**src/rtl/qte_sqrt_cell.sv**
```systemverilog
// one step of a restoring integer square root, two radicand bits per step
// depends on nothing
module qte_sqrt_cell #(
	parameter int RW = 58,
	parameter int SHIFT = 56
) (
	input  logic          clk,
	input  logic          en,
	input  logic [RW-1:0] n_i,
	input  logic [RW-1:0] r_i,
	output logic [RW-1:0] n_o,
	output logic [RW-1:0] r_o
);
	logic [RW-1:0] bitv, t;
	assign bitv = RW'(1) << SHIFT;
	assign t = r_i + bitv;
	always_ff @(posedge clk) begin
		if (en) begin
			if (n_i >= t) begin
				n_o <= n_i - t;
				r_o <= (r_i >> 1) + bitv;
			end else begin
				n_o <= n_i;
				r_o <= r_i >> 1;
			end
		end
	end
endmodule

```
**config.mk**
```make
export PLATFORM = sky130hd
export DESIGN_NAME = qte_sqrt_cell
export DESIGN_NICKNAME = d
export VERILOG_FILES = /design/src/rtl/qte_sqrt_cell.sv
export SDC_FILE = /design/constraint.sdc
export NUM_CORES = 1
export LEC_CHECK = 0
export ABC_AREA = 1
export BUFFER_PORTS_ARGS = -buffer_cell sky130_fd_sc_hd__buf_2
export CAP_MARGIN = 40
export CORE_MARGIN = 4
export CORE_UTILIZATION = 30
export DETAILED_ROUTE_END_ITERATION = 8
export PLACE_DENSITY = 0.55
export REMOVE_ABC_BUFFERS = 1
export SYNTH_ARGS = -nofsm -noshare
export SYNTH_HDL_FRONTEND = slang
export SYNTH_SLANG_ARGS = --single-unit
```
**constraint.sdc**
```tcl
create_clock -name clk -period 5.57 [get_ports clk]
set_input_delay 1.114 -clock clk [delete_from_list [all_inputs] [get_ports clk]]
set_output_delay 1.114 -clock clk [all_outputs]
set_load 0.01 [all_outputs]
```
==> summary.md <==
| Metric | Value |
|---|---|
| First-pass GRT wire length | `about 56000 µm` |
| Tot GR Track Use | `0.203` |
| Seq/Total Area, Yosys | `0.350` |
| Syn Inst Count | `between 1.5k and 2k` |
| VDD IR max | `199 µV` |
| WP buf/inv | `6` |
| Status | `finished, final reports clean` |
| Via density | `roughly 4.4` |
| Number of library cell types mapped by synthesis | `31` |
| Synthesis-to-finish area growth | `22.8%` |
| Std cell rows | `66` |
| Power Total | `around 3.2 mW` |
| CTS clk-pin slew, worst paths | `about 0.06 ns` |
| Max Slew Vio Count | `0` |
| Drt total wl | `around 36000 µm` |
| Final Setup Violations | `0` |
| Worst setup SP type | `input port` |
| Sum of negative setup slack | `0 ns` |
| CP Max Fanout | `between 80 and 90` |
| Leak | `between 6 and 7 nW` |
| Max cap viols | `0` |
| Placed instance count | `2187` |
| # IOs | `234` |
| Worst-path cell chain | `buf_2, inv_1, ha_1, nand2_1, nor2_1, inv_1, nor2_4, nand2_2, nor2_2, nand4_2, buf_4, nand3_2, buf_12, nand2_1, inv_1, nor2_1` |
| Resize count post-CTS | `0` |
| Critical path's most frequent cell | `inv_1` |
| Slowest CP cell | `ha_1` |
| CTS buffer count | `17` |
| Register bit total from synthesis | `116` |
| DRT antenna net count | `0` |
| DRC | `0` |
| Synth area leaders | `edfxtp_1, nand2_1, inv_1` |
| Die area | `roughly 0.036 mm²` |
| Root Driver | `clkbuf_16` |
| Vias in the first global route | `slightly below 10k` |
| WS Path Type | `in2reg` |
| CTS max path bufs | `2` |
| Die Y | `approximately 190 µm` |
| Layout Cells excl Fill | `about 2.2k` |
| Number of diodes | `0` |
| Fillers | `approximately 3.6k` |
| Final period utilization | `0.611` |
| Leading area contributor after synthesis | `edfxtp_1` |
| Initial Utilization | `0.305` |
| Placeable core area | `~0.033 mm²` |
| Syn. warnings | `0` |
| Fmax | `slightly below 0.3 GHz` |
| Largest net degree at the start of global routing | `90` |
| Share of cells above drive strength 1 | `0.167` |
| Antenna violations before repair | `0` |
| TritonCTS clock tree | `yes` |
| Port Buffers | `between 200 and 250` |
| Worst EP required | `5.77 ns` |
| GP Congestion | `between 0.9 and 1` |
| Minimum clock period | `~3.4 ns` |
| Hold WC Path Type | `in2reg` |
| Routed vias | `around 9.8k` |
| GRT overflow | `0` |
| Clock Sinks | `about 120` |
| Nets | `about 1.9k` |
| Synthesized area per cell | `between 6 and 7 µm²` |
| Top-area cell type share of the netlist area | `0.350` |
| Setup Fix Bufs, Post-CTS | `0` |
| Die width | `190 µm` |
| Relative slew slack | `0.563` |
| CP delay by family, top | `simple AND/OR/NAND/NOR gates` |
| Final HPWL DP | `approximately 31000 µm` |
| Hold Slack | `between 0.8 and 0.9 ns` |
| 1st-iter DRT viols | `623` |
| Crit end category | `flop` |
| DRT Pass-1 Iters | `5` |
| Worst path arrival time | `roughly 3.6 ns` |
| Worst Max-Slew Pin Slew | `0.651 ns` |
| Final Hold Violating Endpoints | `0` |
| CTS H-tree depth | `4` |
| RSZ-0062 raised after global routing | `no` |
| DR WL/cell | `16.4 µm` |
| Post-Syn Area | `~0.010 mm²` |
| PD cells | `roughly 260 mW/mm²` |
| Cts hold-fix bufs | `0` |
| CP max stage delay | `0.44 ns` |
==> placed cells by master, fill, tap and decap left out, types with 2 or more instances in the layout <==
cell type,n
clkbuf_1,3
nor2_4,3
nand2_1,596
nand3_2,10
o21bai_1,2
nor3_1,16
o21ai_0,32
clkbuf_16,17
nand3_1,63
xnor2_1,3
and2_1,2
inv_1,374
nor2_2,5
ha_1,58
nand2_2,3
nand3b_1,7
bufinv_16,4
a21oi_1,41
buf_4,6
and3_1,2
nor4_1,2
inv_2,6
nor2_1,92
buf_2,232
xor2_1,27
clkinv_2,6
nand4_1,41
edfxtp_1,116
==> synthesized netlist by cell type (all sizes together) <==
cell type	n
nor2	100
or2	1
clkbuf	3
o211ai	1
nand2	599
ha	58
o21ai	32
xnor2	3
nand4	42
inv	380
and2	2
buf	15
edfxtp	116
o21bai	2
xor2	27
nand3b	7
nor3	16
fa	1
and3	2
nor4	2
nand3	73
a21oi	42
==> power breakdown <==
group          total [mW]  internal (mW)  switching, mW
clock                1.15          0.739          0.415
sequential           1.12           1.10         0.0241
combinational       0.964          0.320          0.644
==> cells by family (layout without fill, tap and decap cells) <==
kind of cell | Yosys count | in the layout | synth area share
compound gates | 77 | 77 | 0.0398
flops | 116 | 116 | 0.350
simple gates | 844 | 844 | 0.354
fa+ha+maj | 59 | 59 | 0.0749
xor+xnor | 30 | 30 | 0.0264
buf+inv | 398 | 651 | 0.154
==> layer usage <==
layer	part of all wire	vias to the layer above	global-route usage
li1	-	5137	-
met1	0.50	4341	0.292
met2	0.43	253	0.312
met3	0.054	27	0.0407
met4	0.016	0	0.0580
met5	0	-	0
==> layout make-up <==
class,instances,area (µm²),share of cell area
multi-input combinational,1010,4930,0.404
tap,442,553,0.0453
timing repair buffer,239,1230,0.100
clock buffer,20,437,0.0357
clock inverter,12,161,0.0132
inverter,380,1430,0.117
sequential,116,3480,0.285
==> metrics by stage <==
step,area [µm²],setup WS (ns),utilization
CTS,12200,2.20,0.375
global route,12200,1.98,0.375
detailed placement,11600,1.72,0.356
finish,12200,2.16,0.375
global placement,11600,1.69,0.356
floorplan,9840,1.11,-
==> registers in the layout, summed over array words and instances, names as in the netlist <==
register  count
r_o          58
n_o          58
==> path summary, 6_finish.rpt <==
path                  startpoint  endpoint  slack [ns]  depth (start not counted)
worst min-delay path     r_i[14]   r_o[13]        0.85                          1
worst max-delay path     r_i[26]   r_o[56]        2.16                         16
(Power assumes the default switching activity.)
