$ cat src/rtl/qte_pkg.sv
// shared types, constants and helpers for the quaternion to euler angle unit
// no dependencies
package qte_pkg;

	localparam int TAB_LEN  = 24;
	localparam int ANG_W    = 32;
	localparam int VEC_W    = 36;
	localparam int THR_W    = 14;
	localparam int HEAD_W   = 17;
	localparam int ATT_W    = 15;
	localparam int BANK_W   = 16;
	localparam int POLE_W   = 2;

	localparam logic [THR_W-1:0] THR_RESET = 14'd8176;
	localparam logic signed [ANG_W-1:0] DEG90 = 32'sd5898240;
	localparam logic signed [ATT_W-1:0] ATT_N90 = -15'sd11520;
	localparam logic signed [ATT_W-1:0] ATT_P90 = 15'sd11520;

	typedef enum logic [POLE_W-1:0] {
		POLE_NONE  = 2'd0,
		POLE_NORTH = 2'd1,
		POLE_SOUTH = 2'd2
	} pole_t;

	// atan(2^-i) in 2^-16 degree units, rounded
	function automatic logic signed [ANG_W-1:0] atan_lut(input logic [4:0] i);
		logic signed [ANG_W-1:0] r;
		begin
			case (i)
				5'd0: r = 32'sd2949120;
				5'd1: r = 32'sd1740967;
				5'd2: r = 32'sd919879;
				5'd3: r = 32'sd466945;
				5'd4: r = 32'sd234379;
				5'd5: r = 32'sd117304;
				5'd6: r = 32'sd58666;
				5'd7: r = 32'sd29335;
				5'd8: r = 32'sd14668;
				5'd9: r = 32'sd7334;
				5'd10: r = 32'sd3667;
				5'd11: r = 32'sd1833;
				5'd12: r = 32'sd917;
				5'd13: r = 32'sd458;
				5'd14: r = 32'sd229;
				5'd15: r = 32'sd115;
				5'd16: r = 32'sd57;
				5'd17: r = 32'sd29;
				5'd18: r = 32'sd14;
				5'd19: r = 32'sd7;
				5'd20: r = 32'sd4;
				5'd21: r = 32'sd2;
				5'd22: r = 32'sd1;
				default: r = 32'sd0;
			endcase
			return r;
		end
	endfunction

	// per-stage sideband carried down the cell chain
	typedef struct packed {
		logic                        pole_n;
		logic                        pole_s;
		logic signed [ANG_W-1:0]     acc_h;
		logic signed [ANG_W-1:0]     acc_a;
		logic signed [ANG_W-1:0]     acc_b;
	} side_t;

	typedef struct packed {
		logic signed [VEC_W-1:0] x;
		logic signed [VEC_W-1:0] y;
	} vec_t;

	typedef struct packed {
		logic signed [HEAD_W-1:0] heading_deg;
		logic signed [ATT_W-1:0]  attitude_deg;
		logic signed [BANK_W-1:0] bank_deg;
		logic [POLE_W-1:0]        pole_case;
	} res_t;

endpackage

$ cat src/rtl/qte_cordic_cell.sv
// one vectoring cordic micro-rotation for three angle lanes
// depends on qte_pkg
module qte_cordic_cell #(
	parameter int STEP = 0
) (
	input  logic                 clk,
	input  logic                 en,
	input  qte_pkg::vec_t        vh_i,
	input  qte_pkg::vec_t        va_i,
	input  qte_pkg::vec_t        vb_i,
	input  qte_pkg::side_t       sd_i,
	output qte_pkg::vec_t        vh_o,
	output qte_pkg::vec_t        va_o,
	output qte_pkg::vec_t        vb_o,
	output qte_pkg::side_t       sd_o
);
	import qte_pkg::*;

	localparam logic signed [ANG_W-1:0] ANG = atan_lut(5'(STEP));

	function automatic logic [2*VEC_W+ANG_W-1:0] rot(input vec_t v,
		input logic signed [ANG_W-1:0] z);
		logic signed [VEC_W-1:0] dx, dy;
		begin
			dx = v.y >>> STEP;
			dy = v.x >>> STEP;
			if (v.y > 0) return {v.x + dx, v.y - dy, z + ANG};
			return {v.x - dx, v.y + dy, z - ANG};
		end
	endfunction

	always_ff @(posedge clk) begin
		if (en) begin
			{vh_o, sd_o.acc_h} <= rot(vh_i, sd_i.acc_h);
			{va_o, sd_o.acc_a} <= rot(va_i, sd_i.acc_a);
			{vb_o, sd_o.acc_b} <= rot(vb_i, sd_i.acc_b);
			sd_o.pole_n <= sd_i.pole_n;
			sd_o.pole_s <= sd_i.pole_s;
		end
	end
endmodule

$ cat config.mk
export PLATFORM = sky130hd
export DESIGN_NAME = qte_cordic_cell
export DESIGN_NICKNAME = d
export VERILOG_FILES = /design/src/rtl/qte_pkg.sv /design/src/rtl/qte_cordic_cell.sv
export SDC_FILE = /design/constraint.sdc
export NUM_CORES = 1
export LEC_CHECK = 0
export CAP_MARGIN = 25
export CORE_AREA = 2 2 243 245
export DETAILED_ROUTE_END_ITERATION = 10
export DIE_AREA = 0 0 245 247
export DONT_BUFFER_PORTS = 1
export PLACE_DENSITY = 0.66
export SLEW_MARGIN = 20
export SYNTH_ARGS = -nofsm -noshare
export SYNTH_HDL_FRONTEND = slang
export SYNTH_SLANG_ARGS = --single-unit
$ cat constraint.sdc
create_clock -name clk -period 6.8 [get_ports clk]
set_input_delay 1.02 -clock clk [delete_from_list [all_inputs] [get_ports clk]]
set_output_delay 1.02 -clock clk [all_outputs]
set_load 0.02 [all_outputs]
==> results.txt, run 1 <==
The number of nets produced by synthesis came out at 4094. The floorplan die area is between 60000 and 70000 um2. The minimum setup slack after placement came out at 1.63 ns. The endpoint arrival time on the critical path is about 5.0 ns. Synthesis instantiated 87 different standard cells from the library. The highest ir drop seen on vdd is roughly 0.2 mV. The overall power came out at 7.27 mW.

The initial cell density of the core is 0.506. The tightest slew margin relative to the limit is 0.380. The total count of max-transition violations in the final report is 0. For this run, the total global-route usage over all layers was measured as 0.344. The H-tree was split into 2 levels.

In this run, post-CTS hold repair placed 0 buffers. The width of the die came out at 245 um. For the pin with the worst max-slew slack, the measured transition is 0.916 ns.

The sum of net half-perimeters after detailed placement is 86.5 mm. The number of rows in the core area is 89. The number of vias after detailed routing is about 26000.

The largest area contributor in the synthesized netlist is sky130_fd_sc_hd__edfxtp_1. On the worst path, the slowest cell contributes a delay of around 0.67 ns. The number of DRC markers in iteration 0 came out at 2293. The worst-path maximum fanout is 67.

Leaving out fill and tap cells, the most frequent cell in the layout is sky130_fd_sc_hd__a21oi_1. Walking the worst path, the cells encountered are nor4_1 -> nand4_1 -> nor2_1 -> a41o_2 -> inv_2 -> buf_4 -> ha_1 -> o21ai_0 -> a21boi_1 -> o21ai_0 -> nand2b_1 -> and2_1 -> o21ai_1 -> a31oi_1 -> o41ai_1 -> xnor2_1. The synthesized area per cell is 8.64 um2.

The quantity of gates resized following cts came out at 0. The number of ports placed on the die boundary came out at 630. TritonCTS built the clock tree. The leakage power is ~13 nW. Clock-pin slew was measured on the worst setup and hold paths at 0.06 ns. The post-synth design cell area came out at between 20000 and 30000 um2. The die is 247 um tall. The tree is rooted in a sky130_fd_sc_hd__clkbuf_16.

Across the run, the number of max-cap violations was 0. During synthesis, Yosys emitted a total of 0 warnings. The final estimated routing congestion in global placement came out at 1.03. Global routing finished with a remaining overflow of 0. In this design, the critical path's most frequently occurring cell is sky130_fd_sc_hd__o21ai_0. In the layout the commonest cells are 390 x sky130_fd_sc_hd__a21oi_1, 357 x sky130_fd_sc_hd__ha_1, 327 x sky130_fd_sc_hd__inv_1. The routed wirelength normalized by instance count came out at 26.3 um.

Using the TritonRoute via totals, the vias-per-cell ratio works out to 6.32. The count of antenna-violating nets left after detailed routing is 0. The cell area power density is 233 nW/um2. The most used flip-flop cell after synthesis is sky130_fd_sc_hd__edfxtp_1. Setup repair after global routing left no endpoint under its margin. The total count of hold-check failures in the final report came out at 0. Counting both buffers and inverters, the worst setup path holds a total of 2. The cell family with the largest share of critical-path delay is compound AO/OA/AOI/OAI gates. The count of mapped cells out of synthesis is 3409.

The min-delay analysis places its worst path in the category primary input to flip-flop. STA classifies the critical path startpoint as a primary input. The total wire length after detailed routing is 108 mm. The post-detailed-route DRC marker count is 0. Among all stages on the critical path, the largest delay is contributed by sky130_fd_sc_hd__nor4_1. The via count of the first global-routing pass came out at 25183.

The first TritonRoute pass finished after 6 iterations. Entering global routing, the biggest net connects around 310 pins. The area fraction of the dominant cell type after synthesis is 0.317.

The initial antenna violation count is 2. The total clock sinks is 311. Yosys attributes the largest share of cell area to sky130_fd_sc_hd__edfxtp_1 32%, sky130_fd_sc_hd__ha_1 15%, sky130_fd_sc_hd__a21oi_1 6.6%, sky130_fd_sc_hd__xnor2_1 6.3%, sky130_fd_sc_hd__inv_1 4.2%. Counting I/O delays and the setup requirement, the final critical path takes 4.65 ns. The total clock buffers created by CTS is 38. The number of buffers on the longest clock path is 3. The final worst slack is 2.15 ns. The critical path endpoint category is a flip-flop. The number of nets in the final layout came out at 3999. The core area is ~58000 um2. The wire length of the first global-routing pass is roughly 160 mm. The critical path is of the primary input to flip-flop type. Setup violations remaining at the end of the flow were counted as 0. The flow ran to the end, and the final reports show no timing, DRC or antenna violations. The number of buffers added on ports is 0. At the worst endpoint, the required time is just over 7 ns. The number of buffers added for setup after CTS came out at 0. Counting flops with a built-in enable in the synthesized netlist gives 311. The number of synthesized register bits is around 310.

After synthesis, the share of flip-flops with an asynchronous set or reset is 0. The final sum of negative setup slack came out at 0 ns. The layout-stage area growth over the synthesis result came out at 5.97%. The post-synthesis sequential area ratio is 0.317. The ratio of cells with drive above 1 in the final layout is 0.0353. The fraction of the cycle the final worst path needs came out at 0.684.

The highest achievable clock rate came out at 215 MHz.
==> sequential cells by signal, indices dropped and copies added, names as in the netlist <==
name / cells
sd_o: 98
va_o: 71
vb_o: 71
vh_o: 71
==> per-layer routing <==
metal / up-vias / part of all wire / GRT usage
met5: - / 0.00016 / 0
met4: 4 / 0.043 / 0.138
met3: 231 / 0.10 / 0.102
met2: 1282 / 0.46 / 0.566
met1: 12502 / 0.40 / 0.424
li1: 12018 / - / -
==> path summary, 6_finish.rpt <==
check	start	depth (start not counted)	slack (ns)	endpoint
hold / removal	sd_i[41]	0	0.53	sd_o[41]
setup / recovery	vb_i[1]	16	2.15	sd_o[30]
==> cell usage after synthesis (9+ instances only) <==
library cell	count
sky130_fd_sc_hd__buf_2	14
sky130_fd_sc_hd__mux2i_1	36
sky130_fd_sc_hd__o31ai_1	21
sky130_fd_sc_hd__inv_1	330
sky130_fd_sc_hd__a21boi_1	9
sky130_fd_sc_hd__and3_1	16
sky130_fd_sc_hd__a31oi_1	27
sky130_fd_sc_hd__nor3_1	71
sky130_fd_sc_hd__nand4_1	36
sky130_fd_sc_hd__or3_1	22
sky130_fd_sc_hd__o21bai_1	79
sky130_fd_sc_hd__nand2b_1	37
sky130_fd_sc_hd__o21ai_0	211
sky130_fd_sc_hd__nor3b_1	9
sky130_fd_sc_hd__fa_1	12
sky130_fd_sc_hd__o21a_1	22
sky130_fd_sc_hd__nor4_1	43
sky130_fd_sc_hd__a311oi_1	12
sky130_fd_sc_hd__o22ai_1	10
sky130_fd_sc_hd__xnor2_1	211
sky130_fd_sc_hd__xor2_1	34
sky130_fd_sc_hd__ha_1	357
sky130_fd_sc_hd__buf_1	27
sky130_fd_sc_hd__nand3_1	47
sky130_fd_sc_hd__nand2_1	161
sky130_fd_sc_hd__and2_1	19
sky130_fd_sc_hd__a21oi_1	390
sky130_fd_sc_hd__clkbuf_1	101
sky130_fd_sc_hd__o211ai_1	38
sky130_fd_sc_hd__o21ai_1	24
sky130_fd_sc_hd__edfxtp_1	311
sky130_fd_sc_hd__nor2b_1	37
sky130_fd_sc_hd__a211oi_1	33
sky130_fd_sc_hd__a31o_2	11
sky130_fd_sc_hd__a21o_1	86
sky130_fd_sc_hd__nor2_1	320
sky130_fd_sc_hd__inv_2	9
==> metrics by stage <==
| step | hold WS, ns | utilization | instances | instance area (um2) |
|---|---|---|---|---|
| after detailed placement | 1.12 | 0.514 | 4046 | 29900 |
| after global placement | 1.12 | 0.514 | 4046 | 29900 |
| after CTS | 0.495 | 0.536 | 4115 | 31200 |
| after global routing | 0.503 | 0.536 | 4116 | 31200 |
| after floorplan | 1.12 | - | 3409 | 29500 |
| final | 0.528 | 0.536 | 4117 | 31200 |
==> cell type report <==
type | count | area, um2
Antenna cell | 1 | 2.50
Clock buffer | 40 | 958
Clock inverter | 29 | 320
Fill cell | 5425 | 27000
Inverter | 343 | 1290
Multi-Input combinational cell | 2607 | 18200
Sequential cell | 311 | 9340
Tap cell | 773 | 967
Timing Repair Buffer | 13 | 103
==> power by group <==
group / internal, mW / leakage [nW] / switching (mW)
Combinational: 0.753 / 9.40 / 1.29
Clock: 1.20 / 0.617 / 0.914
Sequential: 2.54 / 3.04 / 0.575
==> logic make-up after synthesis <==
| group | synth area share |
|---|---|
| xor+xnor | 0.0728 |
| flops | 0.317 |
| buf+inv | 0.0639 |
| compound gates | 0.235 |
| fa+ha+maj | 0.160 |
| mux | 0.0122 |
| simple gates | 0.140 |
Note: power is estimated with default switching activity, not from simulation.
==> run 2: changes to the inputs <==
==> constraint.sdc (replaced) <==
create_clock -name clk -period 4.73 [get_ports clk]
set_input_delay 0.7095 -clock clk [delete_from_list [all_inputs] [get_ports clk]]
set_output_delay 0.7095 -clock clk [all_outputs]
set_load 0.02 [all_outputs]
==> run 2 against run 1 <==
Final cell count rose by 0.90%. Power increased by 41%. Sequential power increased by 44%. Worst setup slack got worse by 1.4 ns. Global-route usage is 0.63 points lower. First-iteration DRC count shrank 12%.
==> results.txt, run 2 (synthesized netlist as in run 1, its figures left out) <==
Run status: finished clean (unchanged). The class of the worst hold path is primary input to flip-flop (unchanged). The quantity of gates resized following cts is 0 (unchanged). The flip-flop count of the largest register after layout was 98 (unchanged). The initial antenna violation count is 1 (was 2). The total stage count of the critical path came out at 16 (unchanged).

The cell family with the largest share of critical-path delay is simple AND/OR/NAND/NOR gates (was compound AO/OA/AOI/OAI gates). The final estimated routing congestion in global placement is 1.02 (was 1.03). The endpoint required time on the critical path was 5.05 ns (was 7.11 ns). The post-route cell area came out at 31400 um2 (was 31200 um2). The number of buffers added for setup after CTS came out at 0 (unchanged). The worst-path maximum fanout came to 6 (was 67).

The tightest slew margin relative to the limit is 0.225 (was 0.380). The floorplan die area came out at 60500 um2 (unchanged). The number of DRC markers in iteration 0 was 2007 (was 2293). The multi-input combinational cell area is 18200 um2 (unchanged). The critical path endpoint category is a flip-flop (unchanged).

The filler-free cell count of the finished design is 4154 (was 4117). The die span in y came to 247 um (unchanged). The total clock buffers created by CTS is 38 (unchanged). The cell area power density was 327 nW/um2 (was 233 nW/um2). The number of detailed-route iterations in the first pass was 6 (unchanged).

The number of buffers added on ports is 0 (unchanged). The layout-stage area growth over the synthesis result came to 6.56% (was 5.97%). The worst stage delay on the critical path came out at 0.69 ns (was 0.67 ns). The wire length of the first global-routing pass is 158 mm (was 159 mm). The count of antenna-violating nets left after detailed routing is 0 (unchanged). The ratio of cells with drive above 1 in the final layout came out at 0.0461 (was 0.0353). The total global-route track usage came out at 0.338 (was 0.344).

The total wire length after detailed routing is 107 mm (was 108 mm). The fraction of the cycle the final worst path needs is 0.845. The number of antenna cells inserted is 0 (was 1). The total global routing overflow came out at 0 (unchanged). The post-place instance area is 30200 um2 (was 29900 um2). The number of instances on the worst hold path was 0 (unchanged). The critical path launch point type was a primary input (unchanged).

The number of rows in the core area came out at 89 (unchanged). The highest ir drop seen on vdd came out at 0.310 mV (was 0.206 mV). The detailed-route vias per instance is 6.34 (was 6.32).

The clock transition at the registers of the reported paths is 0.06 ns (about the same). The leakage power was 13.2 nW (was 13.1 nW). The number of max-cap violations is 0 (unchanged). The post-detailed-route DRC marker count is 0 (unchanged). The number of hold-repair buffers added at the cts stage is 0 (unchanged). The cell repeated most along the worst path is sky130_fd_sc_hd__o21ai_0 (unchanged).

The sum of net half-perimeters after detailed placement came out at 84.4 mm (was 86.5 mm). The buffer cell driving the clock tree root is sky130_fd_sc_hd__clkbuf_16 (unchanged). The width of the die came out at 245 um (unchanged).

The clock tree from TritonCTS is built (unchanged). The H-tree depth is 2 (unchanged). The area occupied by registers is 9340 um2 (unchanged).

The final setup violation count came out at 0 (unchanged). The worst path in the final design needs a cycle of 4.00 ns, including I/O delays and setup. The worst hold margin is 0.224 ns (was 0.528 ns).

The endpoint arrival time on the critical path came out at 4.31 ns (was 4.96 ns). The total count of hold-check failures in the final report came to 0 (unchanged). The number of nets in the final layout was 4038 (was 3999). The critical setup path kind is primary input to flip-flop (unchanged). The core area came to 58200 um2 (unchanged).

The slowest cell on the critical path is sky130_fd_sc_hd__nor4_1 (unchanged). The transition time at the pin with the least slew margin came to 1.16 ns (was 0.916 ns). The most flop-heavy register is sd_o (unchanged).

The final sum of negative setup slack is 0 ns (unchanged). The number of vias after detailed routing is 26329 (was 26037). The total clock sinks is 311 (unchanged). The filler cell count in the final layout came out at 5399 (was 5425). The buffers plus inverters on the worst setup path is 1 (was 2). Unrepaired setup endpoints after global routing: no (unchanged). The via count of the first global-routing pass came out at 25414 (was 25183). The number of buffers on the longest clock path is 3 (unchanged). The total count of max-transition violations in the final report is 0 (unchanged). The leading cell type in the layout, fill and taps excluded was sky130_fd_sc_hd__a21oi_1 (unchanged). The initial cell density of the core is 0.506 (unchanged).

The largest net degree at the start of global routing came out at 312 (unchanged). Ordered cell list for the critical path: nor4_1 -> nand4_1 -> nor2_1 -> a41o_2 -> inv_2 -> ha_1 -> nor2b_1 -> o21ai_0 -> a21boi_1 -> o21ai_0 -> nand2b_1 -> and2_1 -> o21ai_1 -> a31oi_1 -> o41ai_1 -> xnor2_1 (was nor4_1 -> nand4_1 -> nor2_1 -> a41o_2 -> inv_2 -> buf_4 -> ha_1 -> o21ai_0 -> a21boi_1 -> o21ai_0 -> nand2b_1 -> and2_1 -> o21ai_1 -> a31oi_1 -> o41ai_1 -> xnor2_1). The number of ports placed on the die boundary came out at 630 (unchanged). The instance count after placement with tap cells included came out at 4086 (was 4046). Highest-count cells in the layout ignoring fill and taps: 390 x sky130_fd_sc_hd__a21oi_1, 357 x sky130_fd_sc_hd__ha_1, 327 x sky130_fd_sc_hd__inv_1 (unchanged). The highest achievable clock rate came out at 250 MHz. The routed wirelength normalized by instance count was 25.7 um (was 26.3 um).
run 2: cell count changes in the layout (fill, tap and decap cells not counted), moves of 4 or more:
cell,previous run,this run
sky130_fd_sc_hd__clkbuf_1,2,7
sky130_fd_sc_hd__bufinv_16,4,0
sky130_fd_sc_hd__buf_4,12,52
sky130_fd_sc_hd__clkinv_1,12,8
run 2: final cells by class:
class	instances	share of cell area
clock buffers	45	0.0311
clock inverters	23	0.00606
inverters	343	0.0410
multi-input cells	2607	0.581
flip-flops and latches	311	0.297
well taps	773	0.0308
repair buffers	52	0.0124
run 2: report_power, final:
part           internal [mW]  leakage (nW)  total [mW]  switching, mW
Combinational           1.12          9.58        2.96           1.83
Sequential              3.65          3.04        4.49          0.835
Clock                   1.51         0.561        2.81           1.29
run 2: path summary, 6_finish.rpt:
kind	startpoint	to	slack, ns
worst max-delay path	vb_i[29]	sd_o[30]	0.73
worst min-delay path	sd_i[71]	sd_o[71]	0.22
run 2: layer usage:
metal,GRT usage,part of all wire
met5,0,0.00012
met4,0.148,0.047
met3,0.105,0.10
met2,0.554,0.46
met1,0.409,0.39
run 2: through the flow:
| stage | util | power, mW | setup slack [ns] |
|---|---|---|---|
| final | 0.539 | 10.3 | 0.733 |
| after detailed placement | 0.519 | 7.40 | 0.223 |
| after CTS | 0.539 | 10.3 | 0.836 |
| after floorplan | - | 6.46 | 0.225 |
| after global routing | 0.539 | 10.7 | 0.535 |
| after global placement | 0.519 | 7.39 | 0.371 |
